<file path="src/hdl/crc16fhb_pkg.sv">
`timescale 1ns / 1ps
// ----------------------------------------------------------------------------
// crc16fhb_pkg
// Shared types, register indexes and the byte-wide CRC-16/CCITT-FALSE update
// for the frame header builder.
// ----------------------------------------------------------------------------
package crc16fhb_pkg;

	// CRC-16/CCITT-FALSE parameters
	localparam logic [15:0] CRC_INIT   = 16'hFFFF;
	localparam logic [15:0] CRC_POLY   = 16'h1021;
	localparam logic [15:0] COUNT_MAX  = 16'hFFFF;

	// Configuration register indexes
	localparam int unsigned CFG_IDX_W = 2;
	localparam logic [CFG_IDX_W-1:0] REG_MAGIC_FIRST    = 2'd0;
	localparam logic [CFG_IDX_W-1:0] REG_MAGIC_SECOND   = 2'd1;
	localparam logic [CFG_IDX_W-1:0] REG_FORMAT_VERSION = 2'd2;

	// One accepted input beat
	typedef struct packed {
		logic [7:0] data_byte;
		logic       carries_byte;
		logic       last_of_frame;
		logic [7:0] frame_type;
	} in_beat_t;

	// Advance the CRC by one byte, MSB first, no reflection
	function automatic logic [15:0] crc_byte(input logic [15:0] crc, input logic [7:0] b);
		logic [15:0] c;
		c = crc ^ {b, 8'h00};
		for (int k = 0; k < 8; k++) begin
			if (c[15]) begin
				c = {c[14:0], 1'b0} ^ CRC_POLY;
			end else begin
				c = {c[14:0], 1'b0};
			end
		end
		return c;
	endfunction

endpackage

</file>
<file path="src/hdl/crc16_frame_header_builder_top.sv">
`timescale 1ns / 1ps
// ----------------------------------------------------------------------------
// crc16_frame_header_builder_top
// Gathers payload bytes of a frame, runs CRC-16/CCITT-FALSE and a saturating
// byte count, and emits the eight-byte frame header on the closing beat.
//
//   channel | signals                                  | role
//   --------+------------------------------------------+---------------------
//   in      | in_valid/in_ready, data_byte,            | one payload beat
//           | carries_byte, last_of_frame, frame_type  |
//   out     | out_valid/out_ready, header_word,        | one header per frame
//           | crc_value, payload_length, length_overflow|
//   cfg     | cfg_we, cfg_index, cfg_data              | write-only registers
//
// One beat per cycle sustained while no closing beat waits on a stalled
// output. A beat is registered in the input stage, then the CRC/count
// update and the header assembly go combinationally into the output
// register, loaded as a closing beat leaves the input stage. The byte-wide
// combinational CRC update sets the path length. A stalled output holds
// only a closing beat in the input stage, and no new beat enters meanwhile.
// Reset sets frame state (CRC 0xFFFF, count 0), config and valid registers.
// ----------------------------------------------------------------------------
module crc16_frame_header_builder_top (
	input  logic        clk,
	input  logic        arst_n,
	// input channel
	input  logic        in_valid,
	output logic        in_ready,
	input  logic [7:0]  data_byte,
	input  logic        carries_byte,
	input  logic        last_of_frame,
	input  logic [7:0]  frame_type,
	// output channel
	output logic        out_valid,
	input  logic        out_ready,
	output logic [63:0] header_word,
	output logic [15:0] crc_value,
	output logic [15:0] payload_length,
	output logic        length_overflow,
	// configuration
	input  logic        cfg_we,
	input  logic [crc16fhb_pkg::CFG_IDX_W-1:0] cfg_index,
	input  logic [7:0]  cfg_data
);

	logic [7:0] magic_first_q;
	logic [7:0] magic_second_q;
	logic [7:0] format_version_q;

	logic                   beat_valid_s1;
	crc16fhb_pkg::in_beat_t beat_s1;

	logic [15:0] crc_q;
	logic [15:0] count_q;
	logic        ovf_q;

	logic        out_valid_q;
	logic [63:0] header_q;
	logic [15:0] crc_out_q;
	logic [15:0] len_out_q;
	logic        ovf_out_q;

	logic        out_free;
	logic        s1_advance;
	logic        load_out;
	logic [15:0] crc_next;
	logic [15:0] count_next;
	logic        ovf_next;

	// Write configuration registers
	always_ff @(posedge clk or negedge arst_n) begin
		if (!arst_n) begin
			magic_first_q    <= '0;
			magic_second_q   <= '0;
			format_version_q <= '0;
		end else if (cfg_we) begin
			case (cfg_index)
				crc16fhb_pkg::REG_MAGIC_FIRST:    magic_first_q    <= cfg_data;
				crc16fhb_pkg::REG_MAGIC_SECOND:   magic_second_q   <= cfg_data;
				crc16fhb_pkg::REG_FORMAT_VERSION: format_version_q <= cfg_data;
				default: ;
			endcase
		end
	end

	// Handshake: a closing beat waits for a free output register
	assign out_free   = !out_valid_q || out_ready;
	assign s1_advance = beat_valid_s1 && (!beat_s1.last_of_frame || out_free);
	assign load_out   = s1_advance && beat_s1.last_of_frame;
	assign in_ready   = !beat_valid_s1 || s1_advance;

	// Capture the input beat
	always_ff @(posedge clk or negedge arst_n) begin
		if (!arst_n) begin
			beat_valid_s1 <= 1'b0;
		end else if (in_ready) begin
			beat_valid_s1 <= in_valid;
		end
	end

	always_ff @(posedge clk) begin
		if (in_ready && in_valid) begin
			beat_s1.data_byte     <= data_byte;
			beat_s1.carries_byte  <= carries_byte;
			beat_s1.last_of_frame <= last_of_frame;
			beat_s1.frame_type    <= frame_type;
		end
	end

	// Advance CRC and saturating count for a carried byte
	always_comb begin
		crc_next   = crc_q;
		count_next = count_q;
		ovf_next   = ovf_q;
		if (beat_s1.carries_byte) begin
			crc_next = crc16fhb_pkg::crc_byte(crc_q, beat_s1.data_byte);
			if (count_q == crc16fhb_pkg::COUNT_MAX) begin
				ovf_next = 1'b1;
			end else begin
				count_next = count_q + 16'd1;
			end
		end
	end

	// Hold frame state; restart it after a closing beat
	always_ff @(posedge clk or negedge arst_n) begin
		if (!arst_n) begin
			crc_q   <= crc16fhb_pkg::CRC_INIT;
			count_q <= '0;
			ovf_q   <= 1'b0;
		end else if (s1_advance) begin
			if (beat_s1.last_of_frame) begin
				crc_q   <= crc16fhb_pkg::CRC_INIT;
				count_q <= '0;
				ovf_q   <= 1'b0;
			end else begin
				crc_q   <= crc_next;
				count_q <= count_next;
				ovf_q   <= ovf_next;
			end
		end
	end

	// Output register valid
	always_ff @(posedge clk or negedge arst_n) begin
		if (!arst_n) begin
			out_valid_q <= 1'b0;
		end else if (load_out) begin
			out_valid_q <= 1'b1;
		end else if (out_ready) begin
			out_valid_q <= 1'b0;
		end
	end

	// Assemble the header, byte 0 in the low bits
	always_ff @(posedge clk) begin
		if (load_out) begin
			header_q  <= {crc_next[15:8], crc_next[7:0],
				count_next[15:8], count_next[7:0],
				beat_s1.frame_type, format_version_q,
				magic_second_q, magic_first_q};
			crc_out_q <= crc_next;
			len_out_q <= count_next;
			ovf_out_q <= ovf_next;
		end
	end

	assign out_valid       = out_valid_q;
	assign header_word     = header_q;
	assign crc_value       = crc_out_q;
	assign payload_length  = len_out_q;
	assign length_overflow = ovf_out_q;

	// Checks
	a_hdr_fields: assert property (@(posedge clk) disable iff (!arst_n)
		out_valid |-> (header_word[63:48] == crc_value) &&
			(header_word[47:32] == payload_length))
		else $error("header bytes disagree with crc/length fields");

	a_ovf_sat: assert property (@(posedge clk) disable iff (!arst_n)
		out_valid && length_overflow |-> payload_length == crc16fhb_pkg::COUNT_MAX)
		else $error("overflow flagged without saturated length");

	a_ovf_state: assert property (@(posedge clk) disable iff (!arst_n)
		ovf_q |-> count_q == crc16fhb_pkg::COUNT_MAX)
		else $error("overflow state set below saturation");

	a_stall_src: assert property (@(posedge clk) disable iff (!arst_n)
		!in_ready |-> beat_valid_s1 && beat_s1.last_of_frame && out_valid_q && !out_ready)
		else $error("input stalled without a blocked closing beat");

endmodule
</file>
<file path="config.mk">
export PLATFORM = sky130hd
export DESIGN_NAME = crc16_frame_header_builder_top
export DESIGN_NICKNAME = d
export VERILOG_FILES = /design/src/hdl/crc16fhb_pkg.sv /design/src/hdl/crc16_frame_header_builder_top.sv
export SDC_FILE = /design/constraint.sdc
export NUM_CORES = 1
export LEC_CHECK = 0
export BUFFER_PORTS_ARGS = -buffer_cell sky130_fd_sc_hd__buf_2
export CORE_MARGIN = 5
export CORE_UTILIZATION = 50
export CTS_BUF_LIST = sky130_fd_sc_hd__clkbuf_8
export CTS_CLUSTER_DIAMETER = 120
export CTS_CLUSTER_SIZE = 24
export DETAILED_ROUTE_END_ITERATION = 10
export GPL_TIMING_DRIVEN = 0
export HOLD_SLACK_MARGIN = 0.08
export PLACE_DENSITY = 0.78
export SETUP_SLACK_MARGIN = 0.05
export SKIP_CTS_REPAIR_TIMING = 1
export SYNTH_ARGS = -nofsm -noshare
export SYNTH_HDL_FRONTEND = slang
export SYNTH_SLANG_ARGS = --single-unit
export TNS_END_PERCENT = 100
</file>
<file path="constraint.sdc">
create_clock -name clk -period 5.1 [get_ports clk]
set_clock_uncertainty 0.15 [all_clocks]
set_input_delay 0 -clock clk [delete_from_list [all_inputs] [get_ports clk]]
set_output_delay 0 -clock clk [all_outputs]
set_load 0.05 [all_outputs]
</file>
* Word level (Yosys, flattened, before mapping)
Index checks and enable logic that the tools add are counted.
** Storage, ports and cells
- Register bits :: 174
- Input bits :: 33
- Output and inout bits :: 99
- Logic and storage cells :: 68
** Operators by class
- Add/sub/neg operators :: 1
- Eq/ne operators :: 3
- Mux-type cells :: 25
- Bitwise gates (word level) :: 9
- Reductions and logical operators :: 14
** Operators by type and width (count)
- $mux 16 :: 12
- $mux 13 :: 8
- $not 3->3 :: 8
- $add 16x1->16 const B :: 1
- $eq 16x16->1 const B :: 1
- $xor 16x16->16 :: 1
- $reduce_and 2->1 :: 3
- $mux 1 :: 5
- $logic_and 1x1->1 :: 3
- $logic_not 1->1 :: 3
- $logic_or 1x1->1 :: 3
- $eq 2x1->1 const B :: 1
- $eq 2x2->1 const B :: 1
- $logic_not 2->1 :: 1
- $reduce_bool 2->1 :: 1

* Depth between registers and ports, before layout
- Word-level depth :: 26
- Gate-level depth with buffers :: 6
- Gate-level depth less buffers :: 5

* Least setup slack after synthesis
OpenSTA, ideal clock, no wires.
- Kind :: flip-flop to flip-flop
- Start :: register out_valid_q, in the netlist out_valid
- End :: register header_q[0], in the netlist header_word[0], enable pin
- Setup time :: 0.421 ns
- Data arrival time :: 2.499 ns
- Required time :: 4.529 ns
- Path slack :: 2.030 ns
- Cell stages (with the launch flop) :: 5
- Buffers on the path :: 0
- Clock period less this slack :: 3.070 ns
- Path through :: dfrtp_1 > nand3b_1 > and2_0 > nand2_1 > inv_1
** On the way
- Longest elaborated chain between the ends :: 5
** Ends and longest elaborated chain
- start, declared :: RTL line crc16_frame_header_builder_top.sv:57 : logic out_valid_q;
- start signal, assigned :: RTL line crc16_frame_header_builder_top.sv:147 : out_valid_q <= 1'b0;
- start signal, assigned :: RTL line crc16_frame_header_builder_top.sv:149 : out_valid_q <= 1'b1;
- start signal, assigned :: RTL line crc16_frame_header_builder_top.sv:151 : out_valid_q <= 1'b0;
- $logic_not 1->1 :: RTL line crc16_frame_header_builder_top.sv:87 : assign out_free = !out_valid_q || out_ready;
- $logic_or 1x1->1 :: RTL line crc16_frame_header_builder_top.sv:87
- $logic_or 1x1->1 :: RTL line crc16_frame_header_builder_top.sv:88 : assign s1_advance = beat_valid_s1 && (!beat_s1.last_of_frame || out_free);
- $logic_and 1x1->1 :: RTL line crc16_frame_header_builder_top.sv:88
- $logic_and 1x1->1 :: RTL line crc16_frame_header_builder_top.sv:89 : assign load_out = s1_advance && beat_s1.last_of_frame;
- named net load_out :: RTL line crc16_frame_header_builder_top.sv:65 : logic load_out;
- end signal, assigned :: RTL line crc16_frame_header_builder_top.sv:158 : header_q <= {crc_next[15:8], crc_next[7:0],
- end, declared :: RTL line crc16_frame_header_builder_top.sv:58 : logic [63:0] header_q;
The timed path passes the listed nets, and every way through them passes these cells.
A chain may end at the register's enable or synchronous reset.

* Final worst setup path
- Start :: register beat_s1[8] (netlist name)
- End :: register header_q[30], in the netlist header_word[30], enable pin
** On the way
- Longest elaborated chain between the ends :: 4
** Ends and longest elaborated chain
- start, declared :: RTL line crc16_frame_header_builder_top.sv:51 : crc16fhb_pkg::in_beat_t beat_s1;
- $logic_not 1->1 :: RTL line crc16_frame_header_builder_top.sv:88
- $logic_or 1x1->1 :: RTL line crc16_frame_header_builder_top.sv:88
- $logic_and 1x1->1 :: RTL line crc16_frame_header_builder_top.sv:88
- $logic_and 1x1->1 (*) :: RTL line crc16_frame_header_builder_top.sv:89
- named net load_out :: RTL line crc16_frame_header_builder_top.sv:65
The timed path passes the listed nets; every way through them passes the cells marked *.

==> impl_results.md <==
* Via density at roughly 5.4
* Core footprint at 12000 um2
* Post-DP HPWL at 8980 um
* Fin util at 0.643
* Area delta synth->final at 26.5%
* Sw Ratio at 0.334
* Fillers at 873
* Worst-margin pin slew at 0.845 ns
* I/O Buffers at between 100 and 150
* RSZ-0062 raised after global routing: no
* Via count at 4158
* IO Count at 132
* Most frequent cells in the layout: buf_2, edfxtp_1, dfrtp_1
* Clk pwr share at 0.269
* Worst path slowest cell: inv_2
* Total congestion overflow at 0
* Clk sinks at 142
* Yosys top cell area share at 0.408
* Starting Density at 0.508
* Slack of the critical path at 2.53 ns
* VDD IR max at ~0.24 mV
* Status: finished, final reports clean
* Post-synthesis cell count at 434
* Syn_nets at 468
* Psw at 0.00121 W
* Final wirelength at 13200 um
* Initial DRC count at 244
* CP arrival at ~2.6 ns
* Avg Inst Size Synth at 14.1 um2
* Setup violators final at 0
* Synth warnings at 0
* Number of synthesized flops with an enable pin at 83
* Clock Pin Slew Worst Setup and Hold Paths at ~0.080 ns
* Routed len/inst at 17.0 um
* Root buf cell: clkbuf_8
* First-pass GRT wire length at 21000 um
* Cts bufs inserted at 17
* Ys async rst share at 0.415
* Fin crit share at 0.505
* Sequential fraction of design power at 0.442
* Chip width at 121 um
* Antenna-violating nets left at 0
* Distinct cell type count after synthesis at 59
* Max Clk Rate at 389 MHz
* Int Power at about 0.0024 W
* Die H at 121 um
* PwrDens at roughly 470 nW/um2
* Slew headroom at 0.436
* Synth top area cells: edfxtp_1, dfrtp_1, dfstp_2, mux2_2, buf_4
* Yosys reg bits at 142
* Pleak at between 3 and 4 nW
* Num rows at 40
* TNS Setup at 0 ns
* Max Slew Vio Count at 0
* Worst path max stage delay at between 0.5 and 0.6 ns
* H-tree levels at 4
* Total track usage at 0.184
* Final Hold Viols at 0
* # diodes at 0
* Crit-path cells: nand3b_1, and2_0, nand2_1, inv_2, buf_12
* Share of cells above drive strength 1 at 0.425
* Finished Layout Cells at between 700 and 800
* DIE AREA at about 15000 um2
* Pin count of the biggest net entering global routing at 60
* Vias in the first global route at approximately 4100
* DRC at 0
* CP max FO at 35
* Clk_lat worst skew at 0.45 ns
* Startpoint types: flip-flop
* Antenna violations before repair at 0
* Routability Congestion at 0.899
* Worst Hold Class: in2async
* Drt pass-1 iters at 5
* Leading area contributor after synthesis: edfxtp_1
* Fin crit period at 2.57 ns
* Setup crit end kind: flip-flop
* CP Class: reg2reg
* Synthesized cell area at 6110 um2
* CTS tree: yes
* Gate power share at 0.290
* CTS max path bufs at 2
* Worst EP required at 5.09 ns
* Commonest non-fill, non-tap cell in the layout: buf_2
* Max_cap viols at 0
* Synth Flop Type: edfxtp_1
* Nets at 651
* Pre-CTS setup slack at roughly 2.5 ns
* Sequential share of the synthesized area at 0.653
* Cell total after placement at 713
[flip-flops by register name, indices dropped and copies added, names as in the netlist, 8 cells and up]
register	count
magic_first_q	8
crc_q	16
count_q	16
beat_s1	18
magic_second_q	8
format_version_q	8
header_word	64
[final cells by class]
| cell class | instances | area, um2 | share of cell area |
|---|---|---|---|
| multi-input cells | 234 | 1740 | 0.226 |
| well taps | 147 | 184 | 0.0238 |
| clock inverters | 13 | 173 | 0.0224 |
| flip-flops and latches | 142 | 3990 | 0.517 |
| inverters | 6 | 22.5 | 0.00292 |
| repair buffers | 164 | 998 | 0.129 |
| clock buffers | 19 | 262 | 0.0339 |
| plain buffers | 52 | 353 | 0.0457 |
[cell families after synthesis]
logic type               synth area share
XOR/XNOR                           0.0473
multiplexers                       0.0645
flip-flops                          0.653
adder cells (fa/ha/maj)           0.00205
AND/OR/NAND/NOR                    0.0941
AO/OA/AOI/OAI                      0.0773
buffers and inverters              0.0615
[metrics by stage]
stage	hold slack, ns	power, W	instance area (um2)
after detailed placement	0.0281	0.00265	6970
after floorplan	-0.446	0.00242	6110
after CTS	-0.451	0.00363	7400
after global routing	0.0934	0.00379	7720
final	0.0305	0.00363	7720
after global placement	0.0276	0.00262	6950
[worst max-delay path: cells and delay by family, from the launching register on]
family / cells / cell delay, ns
buffers and inverters: 2 / 0.87
and+or+nand+nor: 3 / 0.78
DFF: 1 / 0.45
[power by group through the flow]
| stage | Sequential [W] | Combinational (W) | Clock (W) |
|---|---|---|---|
| finish | 0.00160 | 0.00105 | 0.000975 |
| global route | 0.00162 | 0.00113 | 0.00104 |
| CTS | 0.00160 | 0.00104 | 0.000986 |
| detailed placement | 0.00162 | 0.00103 | 0 |
| global placement | 0.00161 | 0.00101 | 0 |
| floorplan | 0.00180 | 0.000619 | 0 |
[final timing paths]
| kind | to | slack (ns) | start | cells past startpoint |
|---|---|---|---|---|
| max in group asynchronous | count_q[10] | 4.26 | arst_n | 2 |
| min reg2reg | header_word[31] | 0.28 | beat_s1[7] | 0 |
| max reg2reg | header_word[30] | 2.53 | beat_s1[8] | 5 |
| max | header_word[30] | 2.53 | beat_s1[8] | 5 |
| min in group clk | beat_s1[3] | 0.10 | frame_type[3] | 2 |
| min | magic_first_q[7] | 0.03 | arst_n | 2 |
[cells in the mapped netlist, types with 6 or more instances]
cell type / count
nand4_1: 9
xnor2_1: 24
mux2_2: 34
xor2_1: 9
o21ai_0: 9
a21oi_1: 12
buf_4: 34
a31oi_1: 12
clkbuf_1: 8
o22a_1: 11
nor2_1: 19
dfstp_2: 16
edfxtp_1: 83
nand2_1: 17
inv_1: 6
dfrtp_1: 43
nand3_1: 9
nor3_1: 10
[metal layers]
metal | global-route usage | wire length, um | vias to the layer above
met1 | 0.226 | 5280 | 2011
met4 | 0.0595 | 235 | 0
li1 | - | - | 1958
met5 | 0 | 0 | -
met3 | 0.0744 | 1180 | 27
met2 | 0.298 | 6530 | 162
Note: power is estimated with default switching activity, not from simulation.
